<file path="config.mk">
export PLATFORM = sky130hd
export DESIGN_NAME = trial_division_prime_lister_unit
export DESIGN_NICKNAME = d
export VERILOG_FILES = /design/src/hw/rtl/tdpl_pkg.sv /design/src/hw/rtl/tdpl_sequencer.sv /design/src/hw/rtl/tdpl_datapath.sv /design/src/hw/rtl/trial_division_prime_lister_unit.sv
export SDC_FILE = /design/constraint.sdc
export NUM_CORES = 1
export LEC_CHECK = 0
export BUFFER_PORTS_ARGS = -buffer_cell sky130_fd_sc_hd__buf_4
export CAP_MARGIN = 10
export CORE_ASPECT_RATIO = 0.75
export CORE_UTILIZATION = 60
export CTS_CLUSTER_DIAMETER = 40
export DETAILED_ROUTE_END_ITERATION = 16
export GPL_TIMING_DRIVEN = 0
export HOLD_SLACK_MARGIN = 0.08
export PLACE_DENSITY = 0.8
export SYNTH_ARGS = -nofsm -noshare
export SYNTH_HDL_FRONTEND = slang
export SYNTH_SLANG_ARGS = --single-unit
export TNS_END_PERCENT = 30
</file>
<file path="constraint.sdc">
create_clock -name clk -period 4 [get_ports clk]
set_clock_uncertainty 0.2 [all_clocks]
set_input_delay 0.8 -clock clk [delete_from_list [all_inputs] [get_ports clk]]
set_output_delay 0.8 -clock clk [all_outputs]
set_load 0.01 [all_outputs]
</file>
<file path="src/hw/rtl/tdpl_pkg.sv">
// ----------------------------------------------------------------------------
// tdpl_pkg
// Shared widths, microcode codes, control/status structs and the control
// store for the trial-division prime lister.
// ----------------------------------------------------------------------------
package tdpl_pkg;

    // Field and datapath widths
    localparam int LIMIT_W   = 9;
    localparam int VALUE_W   = 8;
    localparam int COUNT_W   = 6;
    localparam int DIV_W     = 9;
    localparam int SQ_W      = 10;
    localparam int BITCNT_W  = 4;
    localparam int UPC_W     = 3;
    localparam int MAX_LIMIT_DEF = 256;

    // Datapath operations
    localparam logic [2:0] OP_NOP        = 3'd0;
    localparam logic [2:0] OP_LOAD       = 3'd1;
    localparam logic [2:0] OP_DIV_INIT   = 3'd2;
    localparam logic [2:0] OP_REM_INIT   = 3'd3;
    localparam logic [2:0] OP_REM_STEP   = 3'd4;
    localparam logic [2:0] OP_DIV_INC    = 3'd5;
    localparam logic [2:0] OP_CAND_INC   = 3'd6;
    localparam logic [2:0] OP_EMIT       = 3'd7;

    // Jump conditions
    localparam logic [2:0] CND_NONE      = 3'd0;
    localparam logic [2:0] CND_ALWAYS    = 3'd1;
    localparam logic [2:0] CND_C_GE_B    = 3'd2;
    localparam logic [2:0] CND_SQ_GT_C   = 3'd3;
    localparam logic [2:0] CND_REM_MORE  = 3'd4;
    localparam logic [2:0] CND_REM_NZ    = 3'd5;

    // Hold conditions
    localparam logic [1:0] WAIT_NONE     = 2'd0;
    localparam logic [1:0] WAIT_IN       = 2'd1;
    localparam logic [1:0] WAIT_OUT      = 2'd2;

    // Program addresses
    localparam logic [UPC_W-1:0] UA_IDLE      = 3'd0;
    localparam logic [UPC_W-1:0] UA_CAND      = 3'd1;
    localparam logic [UPC_W-1:0] UA_TRY       = 3'd2;
    localparam logic [UPC_W-1:0] UA_REM       = 3'd3;
    localparam logic [UPC_W-1:0] UA_CHECK     = 3'd4;
    localparam logic [UPC_W-1:0] UA_NEXT      = 3'd5;
    localparam logic [UPC_W-1:0] UA_PRIME     = 3'd6;
    localparam logic [UPC_W-1:0] UA_LAST      = 3'd7;

    typedef struct packed {
        logic [2:0]       op;
        logic [2:0]       cond;
        logic [1:0]       wait_sel;
        logic             last;
        logic [UPC_W-1:0] target;
    } ucode_t;

    // Sequencer to datapath
    typedef struct packed {
        logic [2:0] op;
        logic       last;
        logic       exec;
    } ctrl_t;

    // Datapath to sequencer
    typedef struct packed {
        logic c_ge_b;
        logic sq_gt_c;
        logic rem_more;
        logic rem_nz;
        logic out_free;
    } stat_t;

    // Control store: one word per step
    function automatic ucode_t ucode_rom(input logic [UPC_W-1:0] addr);
        ucode_t w;
        w = '{OP_NOP, CND_ALWAYS, WAIT_NONE, 1'b0, UA_IDLE};
        case (addr)
            UA_IDLE:  w = '{OP_LOAD,     CND_NONE,     WAIT_IN,   1'b0, UA_CAND};
            UA_CAND:  w = '{OP_DIV_INIT, CND_C_GE_B,   WAIT_NONE, 1'b0, UA_LAST};
            UA_TRY:   w = '{OP_REM_INIT, CND_SQ_GT_C,  WAIT_NONE, 1'b0, UA_PRIME};
            UA_REM:   w = '{OP_REM_STEP, CND_REM_MORE, WAIT_NONE, 1'b0, UA_REM};
            UA_CHECK: w = '{OP_DIV_INC,  CND_REM_NZ,   WAIT_NONE, 1'b0, UA_TRY};
            UA_NEXT:  w = '{OP_CAND_INC, CND_ALWAYS,   WAIT_NONE, 1'b0, UA_CAND};
            UA_PRIME: w = '{OP_EMIT,     CND_ALWAYS,   WAIT_OUT,  1'b0, UA_NEXT};
            UA_LAST:  w = '{OP_EMIT,     CND_ALWAYS,   WAIT_OUT,  1'b1, UA_IDLE};
            default:  w = '{OP_NOP,      CND_ALWAYS,   WAIT_NONE, 1'b0, UA_IDLE};
        endcase
        return w;
    endfunction

endpackage

</file>
<file path="src/hw/rtl/tdpl_sequencer.sv">
// ----------------------------------------------------------------------------
// tdpl_sequencer
// Step counter over the control store, with holds on the input and output
// words and conditional jumps on datapath status.
// ----------------------------------------------------------------------------
module tdpl_sequencer
    import tdpl_pkg::*;
(
    input  logic  clk,
    input  logic  rst_n,
    input  logic  in_valid,
    input  stat_t stat,
    output ctrl_t ctrl,
    output logic  idle
);

    logic [UPC_W-1:0] upc_reg;
    logic [UPC_W-1:0] upc_next;
    ucode_t           uw;
    logic             hold;
    logic             take;

    assign uw   = ucode_rom(upc_reg);
    assign idle = (upc_reg == UA_IDLE);

    // Hold the step while its word cannot move
    always_comb
    begin
        case (uw.wait_sel)
            WAIT_IN:  hold = !in_valid;
            WAIT_OUT: hold = !stat.out_free;
            default:  hold = 1'b0;
        endcase
    end

    // Jump condition select
    always_comb
    begin
        case (uw.cond)
            CND_ALWAYS:   take = 1'b1;
            CND_C_GE_B:   take = stat.c_ge_b;
            CND_SQ_GT_C:  take = stat.sq_gt_c;
            CND_REM_MORE: take = stat.rem_more;
            CND_REM_NZ:   take = stat.rem_nz;
            default:      take = 1'b0;
        endcase
    end

    always_comb
    begin
        if (hold)
            upc_next = upc_reg;
        else if (take)
            upc_next = uw.target;
        else
            upc_next = upc_reg + 1'b1;
    end

    assign ctrl.op   = uw.op;
    assign ctrl.last = uw.last;
    assign ctrl.exec = !hold;

    always_ff @(posedge clk or negedge rst_n)
    begin
        if (!rst_n)
            upc_reg <= UA_IDLE;
        else
            upc_reg <= upc_next;
    end

endmodule

</file>
<file path="src/hw/rtl/tdpl_datapath.sv">
// ----------------------------------------------------------------------------
// tdpl_datapath
// Candidate, divisor, square, bit-serial remainder and count registers, plus
// the output word register.
// ----------------------------------------------------------------------------
module tdpl_datapath
    import tdpl_pkg::*;
#(
    parameter int MAX_LIMIT = MAX_LIMIT_DEF
)
(
    input  logic               clk,
    input  logic               rst_n,
    input  ctrl_t              ctrl,
    input  logic [LIMIT_W-1:0] limit,
    input  logic               out_stall,
    output stat_t              stat,
    output logic               out_valid,
    output logic [VALUE_W-1:0] prime_value,
    output logic               is_last,
    output logic [COUNT_W-1:0] prime_count
);

    localparam logic [LIMIT_W-1:0] LIM_SAT = LIMIT_W'(MAX_LIMIT);

    logic [LIMIT_W-1:0]  cand_reg,  cand_next;
    logic [LIMIT_W-1:0]  bound_reg, bound_next;
    logic [DIV_W-1:0]    div_reg,   div_next;
    logic [SQ_W-1:0]     sq_reg,    sq_next;
    logic [DIV_W-1:0]    rem_reg,   rem_next;
    logic [BITCNT_W-1:0] bitcnt_reg, bitcnt_next;
    logic [COUNT_W-1:0]  count_reg, count_next;
    logic                ov_reg;
    logic [VALUE_W-1:0]  val_reg;
    logic                last_reg;
    logic [COUNT_W-1:0]  cnt_out_reg;

    logic [BITCNT_W-1:0] bit_idx;
    logic [DIV_W:0]      shifted;
    logic                emit;

    assign bit_idx = bitcnt_reg - 1'b1;
    assign shifted = {rem_reg, cand_reg[bit_idx]};
    assign emit    = ctrl.exec && (ctrl.op == OP_EMIT);

    // Status flags
    assign stat.c_ge_b   = (cand_reg >= bound_reg);
    assign stat.sq_gt_c  = (sq_reg > SQ_W'(cand_reg));
    assign stat.rem_more = (bitcnt_reg != BITCNT_W'(1));
    assign stat.rem_nz   = (rem_reg != '0);
    assign stat.out_free = !ov_reg || !out_stall;

    // Working register updates
    always_comb
    begin
        cand_next   = cand_reg;
        bound_next  = bound_reg;
        div_next    = div_reg;
        sq_next     = sq_reg;
        rem_next    = rem_reg;
        bitcnt_next = bitcnt_reg;
        count_next  = count_reg;
        if (ctrl.exec)
        begin
            case (ctrl.op)
                OP_LOAD:
                begin
                    bound_next = (limit > LIM_SAT) ? LIM_SAT : limit;
                    count_next = '0;
                    cand_next  = LIMIT_W'(2);
                end
                OP_DIV_INIT:
                begin
                    div_next = DIV_W'(2);
                    sq_next  = SQ_W'(4);
                end
                OP_REM_INIT:
                begin
                    rem_next    = '0;
                    bitcnt_next = BITCNT_W'(LIMIT_W);
                end
                OP_REM_STEP:
                begin
                    // One restoring step per bit, MSB first
                    if (shifted >= {1'b0, div_reg})
                        rem_next = DIV_W'(shifted - {1'b0, div_reg});
                    else
                        rem_next = DIV_W'(shifted);
                    bitcnt_next = bit_idx;
                end
                OP_DIV_INC:
                begin
                    // (d+1)^2 = d^2 + 2d + 1
                    sq_next  = sq_reg + {div_reg, 1'b1};
                    div_next = div_reg + 1'b1;
                end
                OP_CAND_INC:
                    cand_next = cand_reg + 1'b1;
                OP_EMIT:
                begin
                    if (!ctrl.last)
                        count_next = count_reg + 1'b1;
                end
                default:
                    cand_next = cand_reg;
            endcase
        end
    end

    always_ff @(posedge clk or negedge rst_n)
    begin
        if (!rst_n)
        begin
            cand_reg   <= LIMIT_W'(2);
            bound_reg  <= '0;
            div_reg    <= DIV_W'(2);
            sq_reg     <= SQ_W'(4);
            rem_reg    <= '0;
            bitcnt_reg <= '0;
            count_reg  <= '0;
        end
        else
        begin
            cand_reg   <= cand_next;
            bound_reg  <= bound_next;
            div_reg    <= div_next;
            sq_reg     <= sq_next;
            rem_reg    <= rem_next;
            bitcnt_reg <= bitcnt_next;
            count_reg  <= count_next;
        end
    end

    // Output word register
    always_ff @(posedge clk or negedge rst_n)
    begin
        if (!rst_n)
            ov_reg <= 1'b0;
        else if (emit)
            ov_reg <= 1'b1;
        else if (!out_stall)
            ov_reg <= 1'b0;
    end

    always_ff @(posedge clk)
    begin
        if (emit)
        begin
            val_reg     <= ctrl.last ? '0 : VALUE_W'(cand_reg);
            last_reg    <= ctrl.last;
            cnt_out_reg <= ctrl.last ? count_reg : count_reg + 1'b1;
        end
    end

    assign out_valid   = ov_reg;
    assign prime_value = val_reg;
    assign is_last     = last_reg;
    assign prime_count = cnt_out_reg;

endmodule

</file>
<file path="src/hw/rtl/trial_division_prime_lister_unit.sv">
// ----------------------------------------------------------------------------
// trial_division_prime_lister_unit
// Lists every prime below a given limit, then a terminating word.
// ----------------------------------------------------------------------------
// One limit word starts a run; the unit takes no new limit until the run's
// terminating word has been handed to the output register. Each candidate
// below the limit takes a bound check and a step to the next candidate (plus
// the passing square check and the emit when it is prime), and each trial
// divisor whose remainder is computed adds a 9-step bit-serial remainder loop
// with its setup and divisor step, run by the microcode sequencer. A run also
// has the load, the final bound check and the terminating word; a limit of 2
// or less yields only the terminating word. Output stalls can hold a run.
// Primes come out in ascending order with a running count; the last word has
// value 0, is_last set and the total count. Limits above MAX_LIMIT are
// clamped to MAX_LIMIT.
module trial_division_prime_lister_unit
    import tdpl_pkg::*;
#(
    parameter int MAX_LIMIT = MAX_LIMIT_DEF
)
(
    input  logic               clk,
    input  logic               rst_n,
    input  logic               in_valid,
    output logic               in_stall,
    input  logic [LIMIT_W-1:0] limit,
    output logic               out_valid,
    input  logic               out_stall,
    output logic [VALUE_W-1:0] prime_value,
    output logic               is_last,
    output logic [COUNT_W-1:0] prime_count
);

    ctrl_t ctrl;
    stat_t stat;
    logic  idle;

    assign in_stall = !idle;

    tdpl_sequencer u_seq
    (
        .clk      (clk),
        .rst_n    (rst_n),
        .in_valid (in_valid),
        .stat     (stat),
        .ctrl     (ctrl),
        .idle     (idle)
    );

    tdpl_datapath #(
        .MAX_LIMIT (MAX_LIMIT)
    ) u_dp
    (
        .clk         (clk),
        .rst_n       (rst_n),
        .ctrl        (ctrl),
        .limit       (limit),
        .out_stall   (out_stall),
        .stat        (stat),
        .out_valid   (out_valid),
        .prime_value (prime_value),
        .is_last     (is_last),
        .prime_count (prime_count)
    );

endmodule

</file>
# Word-level counts from Yosys, hierarchy flattened
# Memories as Yosys holds them, arrays and structs flattened.
# Index checks and enable logic that the tools add are counted.
# totals
regBits	75
latchBits	0
ramBits	0
mem_bits_ro	96
mem_count	1
# mem_list
memory	depth	width	read_ports	rd_ports_with_merged_regs	wr	line	rtl
(name not given)	8	12	1	0	0	tdpl_pkg.sv:79	case (addr)
# classes
n_addsub	7
mul	0
div_mod_pow	0
order_cmp	5
n_eq_ne	16
n_shift	0
n_mux	16
bitwise_logic	1
n_reduce_logical	19
# op_table
op	n
$pmux W9 S2	3
$pmux W10 S2	1
$add A9 B1 Y9 const B	2
$eq A3 B3 Y1 const B	6
$mux W9	2
$eq A3 B2 Y1 const B	4
$pmux W6 S2	1
$add A10 B10 Y10	1
$ge A10 B9 Y1	1
$gt A10 B9 Y1	1
$reduce_and A2 Y1	5
$ge A9 B9 Y1	1
$gt A9 B9 Y1 const B	1
$reduce_bool A9 Y1	1
$sub A9 B9 Y9	1
$pmux W4 S2	1
$reduce_bool A2 Y1	4
$add A6 B1 Y6 const B	1
$eq A3 B1 Y1 const B	2
$logic_not A1 Y1	6
$mux W6	1
$lt A4 B5 Y1 const B	1
$pmux W1 S5	1
$bmux W1 S4	1
13 further kinds	15

# Logic depth before layout (Yosys ltp)
# Gate-level depths: netlist (run 1).
# logic_depth
ltp_word	7
depth_mapped	16
ltp_nobuf	15

# By module
# From an unflattened synthesis (run 1), not the netlist that was laid out.
# unflattened
hier_cells	519
hier_area_um2	4907.2
# by_module_without_submodules
mod	n_inst	cells_each	area_each_um2	seq_area_each_um2
tdpl_datapath	1	476	4455.5	1880.6
tdpl_sequencer	1	42	447.9	75.1
trial_division_prime_lister_unit	1	1	3.8	0.0

# Worst setup path after synthesis (run 1)
# Ideal clock, no wire load.
# synth_path
path_type	register to register
start	register u_dp.bitcnt_reg[0]
end	register u_dp.rem_reg[1]
setup_time_ns	0.121
t_arrival_ns	3.245
setup_slack_ns	0.434
stages_incl_launch_ff	16
path_buffers	2
cell_sequence	dfrtp_1 clkbuf_1 inv_1 ha_1 mux4_2 nand2_1 a21oi_1 a31oi_1 ha_1 fa_1 nand2_1 a221o_1 a2111oi_4 buf_6 o21ai_1 a22o_1
# synth_between
elab_chain_cells	6
word_cells_on_any_way	7
classes_between	2 x add/sub; 1 x order compare; 4 x mux
# synth_lines
element	line	rtl
start: declaration	tdpl_datapath.sv:31	logic [BITCNT_W-1:0] bitcnt_reg, bitcnt_next;
start signal: assignment	tdpl_datapath.sv:129	bitcnt_reg <= bitcnt_next;
$sub A4 B1 Y4 *	tdpl_datapath.sv:42	assign bit_idx = bitcnt_reg - 1'b1;
$bmux W1 S4 *	tdpl_datapath.sv:43	assign shifted = {rem_reg, cand_reg[bit_idx]};
$mux W1 (not written as such) *	tdpl_datapath.sv:43	
$sub A9 B9 Y9 or $ge A10 B9 Y1 (tied branches)	tdpl_datapath.sv:86, tdpl_datapath.sv:85	
$mux W9 *	tdpl_datapath.sv:85	if (shifted >= {1'b0, div_reg})
$pmux W9 S2 *	tdpl_datapath.sv:65	case (ctrl.op)
end signal: assignment	tdpl_datapath.sv:128	rem_reg <= rem_next;
end: declaration	tdpl_datapath.sv:30	logic [DIV_W-1:0] rem_reg, rem_next;
# Every way passes the cells marked *; elsewhere a longest branch is shown, timed or not. The select of a mux whose other input is x is not followed.
# A chain may end at the register's enable or synchronous reset.

# Worst setup path in the final report (run 1)
# layout_path
start	register u_dp.bitcnt_reg[0]
end	register u_dp.rem_reg[0]
# The elaborated chain is that of the path after synthesis.

==> summary.txt, run 1 <==
Outcome
  – Outcome: finished clean

Worst setup path
  – Setup crit end kind: flop
  – Crit-path cells: inv_1, ha_1, mux4_2, nand2_1, a21oi_1, a31oi_1, ha_1, fa_1, nand2_1, a221o_1, a2111oi_4, buf_4, mux2i_1, a22o_1
  – Largest stage delay, worst path: 0.46 ns
  – Worst Path Arrival: 3.78 ns
  – CP Class: reg -> reg
  – Worst-path fanout max: 8
  – Crit-path slowest cell: dfrtp_2
  – Startpoint class of the critical path: flop
  – Worst EP required: 4.10 ns

Yosys
  – Synth Warn #: 0
  – Synth top area share: 0.286
  – Post-Syn Instances: 510
  – Synthesis-stage register bit count: 75
  – Post-Syn Nets: 571
  – Post-synthesis sequential area ratio: 0.393
  – Number of synthesized flops with an enable pin: 15
  – Synth top area cells: dfrtp_1, ha_1, edfxtp_1
  – Syn_area_per_cell: 9.77 um2
  – Async set-reset flop share out of synthesis: 0.800
  – Synth Cell Area: 4980 um2
  – Ys flop type: dfrtp_1
  – Synth area leader: dfrtp_1
  – Synth cell types: 70

Drt
  – Final ANT Viol Nets: 0
  – Initial DRC count: 366
  – Via count: 4043
  – Routed vias/inst: 6.12
  – Wire length per cell: 17.5 um
  – DRT Pass-1 Iters: 5
  – DRC viols: 0
  – Routed wire length: 11600 um

Global routing
  – Pin count of the biggest net entering global routing: 61
  – Overflow after GRT: 0
  – First-pass GRT wire length: 19200 um
  – Vias in the first global route: 3843
  – GRT Total Usage: 0.293
  – Antenna violations before repair: 0

Layout
  – Final std cell area, no fill: 5560 um2
  – Antenna Cells: 0
  – Max reg flops: 10
  – Non-filler cells, final: 661
  – Area Overhead vs Synth: 11.6%
  – Final core utilization: 0.699
  – Final nets: 612
  – Layout cell share with drive strength beyond 1: 0.151

STA
  – Transition time of the tightest slew-check pin: 0.847 ns
  – Final setup viols: 0
  – Fin crit share: 0.919
  – Maximum clock rate: 272 MHz
  – Hold Vio Cnt, Final: 0
  – Minimum clock period: 3.68 ns
  – Setup WS post-layout: 0.322 ns
  – RSZ-0062 raised after global routing: no
  – Final TNS setup: 0 ns
  – Worst slew margin: 0.435
  – Max Slew Vio Count: 0

Pwr
  – P per Cell Area: 888 nW/um2
  – Leakage: 2.56 nW
  – Peak supply drop: 0.000471 V

Flow run
  – Max cap viols: 0

Floorplan
  – Io pins: 30
  – Row Count: 28
  – Core footprint: 7950 um2
  – Initial Util: 0.626
  – Die H: 80.9 um
  – Die Wd: 107 um
  – Die Area: 8670 um2

Clock tree
  – CTS buffer count: 9
  – # hold bufs at CTS: 0
  – Clock buffer depth: 2
  – Clock Latency Late Sink: 0.37 ns
  – Root Driver: clkbuf_8
  – CTS Sinks: 75
  – CTS HTree Levels: 3
  – CTS tree: built
  – Clock transition at path regs: 0.09 ns

Placement
  – Placer Congestion: 0.880
  – IO buf count: 29
  – Dpl hpwl: 8660 um
  – Cell Area, Placed: 5330 um2
  – DP Worst Slack: -0.0493 ns
  – Number of cells after detailed placement: 644

Min path
  – Worst hold path class: reg -> reg
[what timing repair did]
item	in CTS	in global routing
setup endpoints to repair	2	9
pin swaps	1	1
setup buffers	0	2
gates resized for setup	0	1
[where the power goes]
part           internal, W  switching (W)
Clock             0.000349       0.000299
Combinational      0.00125        0.00169
Sequential         0.00109       0.000262
[per-layer routing]
metal | global-route usage | vias up | wire [um]
li1 | - | 1918 | -
met1 | 0.419 | 1999 | 5470
met2 | 0.448 | 113 | 5220
met3 | 0.0754 | 13 | 759
met4 | 0.0699 | 0 | 133
met5 | 0 | - | 0
[cells in the mapped netlist (all sizes together), types with 5 or more instances]
cell type / number
dfrtp: 57
a21o: 11
xor2: 5
a21oi: 26
and3: 6
buf: 7
nor2: 45
nand3: 11
nand2: 36
a22o: 7
nand3b: 9
ha: 46
or3: 5
a31oi: 6
o21ai: 40
clkbuf: 8
inv: 41
xnor2: 23
nor3: 17
nand4: 8
nand2b: 8
edfxtp: 15
[worst paths after layout]
kind | start | end | slack, ns | cells past startpoint
min in group asynchronous | rst_n | u_dp.bound_reg[4] | 0.30 | 1
min | u_dp.sq_reg[2] | u_dp.sq_reg[2] | 0.28 | 2
max in group asynchronous | rst_n | u_dp.bitcnt_reg[0] | 2.74 | 1
min reg2reg | u_dp.sq_reg[2] | u_dp.sq_reg[2] | 0.28 | 2
max reg2reg | u_dp.bitcnt_reg[0] | u_dp.rem_reg[0] | 0.32 | 14
max | u_dp.bitcnt_reg[0] | u_dp.rem_reg[0] | 0.32 | 14
[critical path, delay by kind of cell, from the launching register on]
kind | cells | cell delay [ns]
flops | 1 | 0.46
simple gates | 2 | 0.15
buf+inv | 2 | 0.27
fa+ha+maj | 3 | 0.81
compound gates | 5 | 1.18
mux | 2 | 0.52
[cells by family after synthesis]
group           count (synthesis)  share of synthesized area
simple gates                  166                      0.179
fa+ha+maj                      48                      0.124
mux                             8                     0.0216
buf+inv                        56                     0.0510
flops                          75                      0.393
xor+xnor                       28                     0.0492
compound gates                129                      0.183
[stage by stage]
| step | hold WS [ns] | power [W] |
|---|---|---|
| after floorplan | 0.247 | 0.00344 |
| after global placement | 0.270 | 0.00410 |
| after detailed placement | 0.271 | 0.00420 |
| after CTS | 0.281 | 0.00485 |
| after global routing | 0.291 | 0.00531 |
| final | 0.282 | 0.00494 |
[layout make-up]
type | instances | area, um2
Clock inverter | 7 | 92.6
Fill cell | 579 | 2390
Tap cell | 105 | 131
Buffer | 14 | 96.3
Clock buffer | 9 | 124
Inverter | 41 | 154
Multi-Input combinational cell | 379 | 2770
Timing Repair Buffer | 31 | 233
Sequential cell | 75 | 1960
[placed cells by master (no fill, tap or decap), types with 3 or more instances in the layout]
| cell | instances |
|---|---|
| a211oi_1 | 3 |
| a21o_1 | 11 |
| a21oi_1 | 26 |
| a22o_1 | 7 |
| a31oi_1 | 6 |
| and3_1 | 6 |
| and4_1 | 3 |
| buf_2 | 3 |
| buf_4 | 31 |
| buf_6 | 4 |
| clkbuf_1 | 6 |
| clkbuf_8 | 10 |
| dfrtp_1 | 56 |
| dfstp_2 | 3 |
| edfxtp_1 | 15 |
| ha_1 | 46 |
| inv_1 | 40 |
| mux2i_1 | 4 |
| nand2_1 | 35 |
| nand2b_1 | 8 |
| nand3_1 | 11 |
| nand3b_1 | 7 |
| nand4_1 | 8 |
| nand4b_1 | 3 |
| nor2_1 | 43 |
| nor2b_1 | 4 |
| nor3_1 | 14 |
| nor3_2 | 3 |
| o21a_1 | 4 |
| o21ai_0 | 34 |
| o21ai_1 | 6 |
| o31ai_1 | 4 |
| or2_2 | 4 |
| or3_1 | 4 |
| xnor2_1 | 23 |
| xor2_1 | 5 |
(Power assumes the default switching activity.)
==> inputs of run 2 (changes only) <==
Settings changed: ABC_AREA from default to 1.
==> summary.txt, run 2 <==
Drt
  – Initial DRC count: 174 (-52%)
  – Via count: 4313 (+6.7%)
  – DRC viols: 0 (unchanged)
  – Routed wire length: 11000 um (-5.2%)
  – DRT Pass-1 Iters: 5 (unchanged)
  – Final ANT Viol Nets: 0 (unchanged)
  – Wire length per cell: 14.3 um (-18%)
  – Routed vias/inst: 5.62 (-8.2%)

Pwr
  – P_sw: 0.00243 W (+8.1%)
  – P per Cell Area: 893 nW/um2 (+0.60%)
  – Sequential Power Share: 0.283 (+0.009)
  – Leakage: 2.77 nW (+8.2%)
  – Peak supply drop: 0.000504 V (+7.0%)
  – Switching share of total power: 0.492 (+0.0368)
  – Clock share of power: 0.121 (-0.010)
  – Int Pwr: 0.00251 W (-6.7%)
  – Total power: 0.00494 W (about the same)
  – Combinational share of power: 0.596 (about the same)

Clock tree
  – Clock buffer depth: 2 (unchanged)
  – CTS Sinks: 75 (unchanged)
  – # hold bufs at CTS: 0 (unchanged)
  – Clock Latency Late Sink: 0.37 ns (about the same)
  – CTS HTree Levels: 3 (unchanged)
  – Root Driver: clkbuf_8
  – Clock transition at path regs: 0.08 ns (about the same)
  – CTS tree: built
  – CTS buffer count: 9 (unchanged)

Worst setup path
  – CP Class: reg -> reg
  – Setup crit end kind: flop
  – Worst r2r src: u_dp.bitcnt_reg[0]
  – Worst Path Arrival: 3.61 ns (-0.17 ns)
  – Flop2flop setup slack: 0.44 ns (+0.12 ns)
  – Worst reg2reg path depth: 19 (+5)
  – Startpoint class of the critical path: flop
  – FF-to-FF End: u_dp.rem_reg[1]
  – Worst EP required: 4.05 ns (-0.05 ns)
  – Worst-path fanout max: 10 (+2)

STA
  – Max Slew Vio Count: 0 (unchanged)
  – Hold WS: 0.300 ns (+0.0177 ns)
  – Maximum clock rate: 281 MHz (+3.4%)
  – Setup WS post-layout: 0.443 ns (+0.121 ns)
  – Hold Vio Cnt, Final: 0 (unchanged)
  – Minimum clock period: 3.56 ns (-0.121 ns)
  – Final TNS setup: 0 ns (unchanged)
  – Fin crit share: 0.889 (-0.0302)
  – Transition time of the tightest slew-check pin: 0.919 ns (+0.0722 ns)
  – Worst slew margin: 0.386 (-0.0488)
  – RSZ-0062 raised after global routing: no
  – Final setup viols: 0 (unchanged)

Floorplan
  – Initial Util: 0.625 (-0.00126)
  – Row Count: 28 (unchanged)
  – Die H: 80.8 um (about the same)
  – Io pins: 30 (unchanged)
  – Core footprint: 7950 um2 (unchanged)
  – Die Area: 8660 um2 (-0.20%)
  – Die Wd: 107 um (about the same)

Global routing
  – Vias in the first global route: 4059 (+5.6%)
  – First-pass GRT wire length: 18500 um (-3.4%)
  – Antenna violations before repair: 0 (unchanged)
  – Pin count of the biggest net entering global routing: 61 (unchanged)
  – GRT Total Usage: 0.276 (-0.0170)
  – Overflow after GRT: 0 (unchanged)

Yosys
  – Syn_area_per_cell: 8.04 um2 (-18%)
  – Synth Cell Area: 4970 um2 (-0.20%)
  – Synth top area cells: dfrtp_1, ha_1, nand2_1
  – Synth top cells by count: nand2_1, inv_1, dfrtp_1
  – Synth Warn #: 0 (unchanged)
  – Synth top area share: 0.287 (+0.000577)
  – Most frequent cell after synthesis: nand2_1
  – Async set-reset flop share out of synthesis: 0.800 (unchanged)
  – Ys flop type: dfrtp_1
  – Synth area leader: dfrtp_1
  – Post-Syn Instances: 618 (+21%)
  – Synth cell types: 44 (-37%)
  – Number of synthesized flops with an enable pin: 15 (unchanged)
  – Post-synthesis sequential area ratio: 0.393 (+0.000791)
  – Post-Syn Nets: 679 (+19%)
  – Synthesis-stage register bit count: 75 (unchanged)

Layout
  – Final nets: 719 (+17%)
  – Area Overhead vs Synth: 11.2%
  – Final core utilization: 0.695 (-0.00393)
  – Max reg flops: 10 (unchanged)
  – Antenna Cells: 0 (unchanged)
  – Most common cell after layout, fill and taps aside: nand2_1
  – Layout cell share with drive strength beyond 1: 0.124 (-0.0274)
  – Most frequent cells in the layout: nand2_1, inv_1, dfrtp_1

Placement
  – DP Worst Slack: 0.0980 ns (+0.147 ns)
  – Dpl hpwl: 8340 um (-3.7%)
  – Placer Congestion: 0.915 (+3.9%)
  – IO buf count: 29 (unchanged)

Flow run
  – Max cap viols: 0 (unchanged)

Outcome
  – Outcome: finished clean

Min path
  – Worst hold path class: in -> async
run 2: cell types whose count changed in the layout (fill, tap and decap cells not counted), sizes merged, moves of 8 or more:
cell,previous run,this run
nand2,36,148
inv,41,90
nand3,11,36
xnor2,23,4
a21oi,26,36
a21o,11,2
nor2,45,54
xor2,5,14
nand2b,8,0
nor3,17,9
o21ai,40,48
run 2: kinds of logic after synthesis:
family,Yosys count,share of synthesized area
adders and majority gates,48,0.124
and+or+nand+nor,272,0.249
AOI/OAI and AO/OA,108,0.123
xor gates and xnor gates,18,0.0317
buffers and inverters,97,0.0790
DFF,75,0.393
run 2: layer usage:
metal / routed length [um] / GRT usage
met1: 5070 / 0.357
met2: 5110 / 0.462
met3: 612 / 0.0642
met4: 187 / 0.0932
met5: 0 / 0
run 2: what timing repair did:
item,in CTS,in global routing
endpoints found under the hold margin,0,0
resized for setup,0,2
setup endpoints to repair,0,8
buffers inserted,0,1
run 2: cell type report:
type / instances / area, um2
clock buffer: 9 / 124
multi-input combinational: 446 / 2630
inverter: 88 / 333
clock inverter: 7 / 75.1
buffer: 8 / 56.3
tap: 105 / 131
timing repair buffer: 30 / 225
sequential: 75 / 1960
fill: 655 / 2420
run 2: through the flow:
stage / instance area, um2 / instances
after global placement: 5320 / 752
after CTS: 5520 / 768
after floorplan: 4970 / 618
after detailed placement: 5320 / 752
after global routing: 5530 / 768
final: 5530 / 768
run 2: worst max path at each step:
stage,from,end,slack (ns),depth (start not counted)
4_1_cts,u_dp.bitcnt_reg[0],u_dp.rem_reg[1],0.08,20
6_report,u_dp.bitcnt_reg[0],u_dp.rem_reg[1],0.44,19
2_1_floorplan,u_dp.bitcnt_reg[0],u_dp.rem_reg[5],0.67,20
5_1_grt,u_dp.bitcnt_reg[0],u_dp.rem_reg[4],0.13,18
3_3_place_gp,u_dp.bitcnt_reg[0],u_dp.rem_reg[6],0.24,20
3_5_place_dp,u_dp.bitcnt_reg[0],u_dp.rem_reg[1],0.1,20
run 2: critical path, stage by stage, from the launching register on:
cell      delay, ns
dfrtp_2        0.41
inv_1          0.11
ha_1           0.31
a21oi_1        0.14
o21ai_0        0.10
nand3_1        0.08
nand3_1        0.07
o21ai_0        0.16
inv_1          0.09
ha_1           0.22
fa_1           0.43
o21ai_2        0.23
nand2_1        0.08
nand3b_1       0.14
nand2_1        0.11
nand2_2        0.14
buf_4          0.18
a21oi_1        0.06
o21ai_0        0.10
nand2_1        0.08
run 2: power groups by stage:
stage | Combinational, W | Sequential, W | Clock, W
after floorplan | 0.00216 | 0.00137 | 0
after global placement | 0.00278 | 0.00139 | 0
after detailed placement | 0.00290 | 0.00140 | 0
after CTS | 0.00291 | 0.00139 | 0.000603
after global routing | 0.00335 | 0.00143 | 0.000632
final | 0.00294 | 0.00140 | 0.000598
==> inputs of run 3 (changes only) <==
Settings changed: CELL_PAD_IN_SITES_DETAIL_PLACEMENT from default to 2, CELL_PAD_IN_SITES_GLOBAL_PLACEMENT from default to 2, CORE_UTILIZATION 60 to 37, PLACE_DENSITY 0.8 to 0.81.
==> summary.txt, run 3 (same netlist as run 2, synthesis figures left out) <==
Floorplan
  – Die H: 102 um (+27%)
  – Io pins: 30 (unchanged)
  – Die Area: 13900 um2 (+61%)
  – Initial Util: 0.381 (-0.245)
  – Die Wd: 136 um (+27%)
  – Core footprint: 13100 um2 (+64%)
  – Row Count: 36 (+29%)

Clock tree
  – Root Driver: clkbuf_16
  – Clock transition at path regs: 0.06 ns (-0.02 ns)
  – Post-CTS Setup Bufs: 0 (unchanged)
  – CTS HTree Levels: 3 (unchanged)
  – CTS Sinks: 75 (unchanged)
  – CTS tree: built
  – Clock Latency Late Sink: 0.35 ns (-0.02 ns)
  – CTS buffer count: 9 (unchanged)
  – Clock buffer depth: 2 (unchanged)
  – # hold bufs at CTS: 0 (unchanged)

Worst setup path
  – Crit-path cells: inv_2, ha_2, a21oi_1, o21ai_0, nand3_1, nand3_1, o21ai_1, inv_1, ha_1, fa_1, o21ai_2, nand2_1, nand3b_1, nand2_1, nand2_2, buf_4, nand2_1, o211ai_1, nand2_1
  – Worst Path Arrival: 3.80 ns (+0.19 ns)
  – Worst-path fanout max: 11 (+1)
  – Kind of cell adding the most delay to the critical path: adder cells
  – Buf/Inv on CP: 3 (unchanged)
  – CP Class: reg -> reg
  – Crit-path most repeated cell: nand2_1
  – Setup crit end kind: flop
  – Worst EP required: 4.03 ns (-0.02 ns)
  – Startpoint class of the critical path: flop
  – Largest stage delay, worst path: 0.49 ns (+0.06 ns)
  – Crit-path slowest cell: dfrtp_2

Layout
  – Non-filler cells, final: 834 (+8.6%)
  – Most frequent cells in the layout: nand2_1, inv_1, dfrtp_1
  – Final std cell area, no fill: 5700 um2 (+3.1%)
  – Footprint of the multi-input gates: 2630 um2 (about the same)
  – Area Overhead vs Synth: 14.6%
  – Most common cell after layout, fill and taps aside: nand2_1
  – Register area: 1960 um2 (unchanged)
  – Final core utilization: 0.436 (-0.259)
  – Layout cell share with drive strength beyond 1: 0.122 (-0.00132)
  – Final nets: 718 (-0.14%)
  – FILL cells: 1496 (+130%)
  – Max reg flops: 10 (unchanged)

STA
  – Setup WS post-layout: 0.228 ns (-0.215 ns)
  – Maximum clock rate: 265 MHz (-5.7%)
  – Minimum clock period: 3.77 ns (+0.215 ns)
  – Final TNS setup: 0 ns (unchanged)
  – RSZ-0062 raised after global routing: no
  – Worst slew margin: 0.325 (-0.0617)
  – Max Slew Vio Count: 0 (unchanged)
  – Hold Vio Cnt, Final: 0 (unchanged)
  – Transition time of the tightest slew-check pin: 1.01 ns (+0.0925 ns)
  – Fin crit share: 0.943 (+0.0538)
  – Final setup viols: 0 (unchanged)

Placement
  – Dpl hpwl: 12100 um (+45%)
  – Cell Area, Placed: 5400 um2 (+1.6%)
  – Number of cells after detailed placement: 818 (+8.8%)
  – Placer Congestion: 0.826 (-9.7%)
  – IO buf count: 29 (unchanged)
  – DP Worst Slack: -0.205 ns (-0.303 ns)

Global routing
  – First-pass GRT wire length: 26100 um (+41%)
  – GRT Total Usage: 0.249 (-0.0271)
  – Vias in the first global route: 4875 (+20%)
  – Pin count of the biggest net entering global routing: 61 (unchanged)
  – Antenna violations before repair: 1 (+1)
  – Overflow after GRT: 0 (unchanged)

Pwr
  – Leakage: 2.80 nW (+1.3%)
  – P per Cell Area: 966 nW/um2 (+8.2%)
  – Peak supply drop: 0.000320 V (-36%)

Min path
  – Worst hold path class: in -> async

Drt
  – Via count: 4469 (+3.6%)
  – DRT Pass-1 Iters: 4 (-1)
  – Final ANT Viol Nets: 0 (unchanged)
  – DRC viols: 0 (unchanged)
  – Routed vias/inst: 5.36 (-4.6%)
  – Routed wire length: 16300 um (+49%)
  – Initial DRC count: 156 (-10%)
  – Wire length per cell: 19.6 um (+37%)

Flow run
  – Max cap viols: 0 (unchanged)

Outcome
  – Outcome: finished clean
-- run 3: metrics by stage --
step                      power [W]  hold slack (ns)
final                       0.00550            0.344
after global routing        0.00598            0.363
after CTS                   0.00553            0.350
after detailed placement    0.00460            0.327
after global placement      0.00435            0.294
after floorplan             0.00354            0.280
-- run 3: layout make-up --
| class | instances | share of cell area |
|---|---|---|
| diodes | 1 | 0.000439 |
| plain buffers | 8 | 0.00988 |
| clock buffers | 11 | 0.0409 |
| clock inverters | 5 | 0.00966 |
| inverters | 88 | 0.0584 |
| multi-input cells | 446 | 0.461 |
| flip-flops and latches | 75 | 0.344 |
| well taps | 171 | 0.0376 |
| repair buffers | 29 | 0.0382 |
-- run 3: worst paths after layout --
kind | from | endpoint | slack (ns) | cells past startpoint
setup / recovery | u_dp.bitcnt_reg[0] | u_dp.rem_reg[6] | 0.23 | 19
hold / removal | rst_n | u_dp.sq_reg[8] | 0.34 | 1
setup reg to reg | u_dp.bitcnt_reg[0] | u_dp.rem_reg[6] | 0.23 | 19
hold reg to reg | u_dp.bound_reg[8] | u_dp.bound_reg[8] | 0.35 | 2
max in group asynchronous | rst_n | u_dp.bitcnt_reg[0] | 2.62 | 1
min in group clk | u_dp.bound_reg[8] | u_dp.bound_reg[8] | 0.35 | 2
-- run 3: layer usage --
layer / global-route usage / part of all wire / vias to the layer above
met5: 0 / 0 / -
met3: 0.0451 / 0.027 / 20
li1: - / - / 2121
met4: 0.0640 / 0.015 / 0
met1: 0.335 / 0.47 / 2267
met2: 0.414 / 0.49 / 61
-- run 3: what timing repair did --
item	in CTS	in global routing
setup endpoints to repair	8	8
resized for setup	1	4
pin swaps	0	0
-- run 3: where the power goes --
part / internal (W) / switching (W) / leakage, nW
clock: 0.000482 / 0.000341 / 0.137
combinational: 0.00109 / 0.00217 / 1.75
sequential: 0.00115 / 0.000276 / 0.916
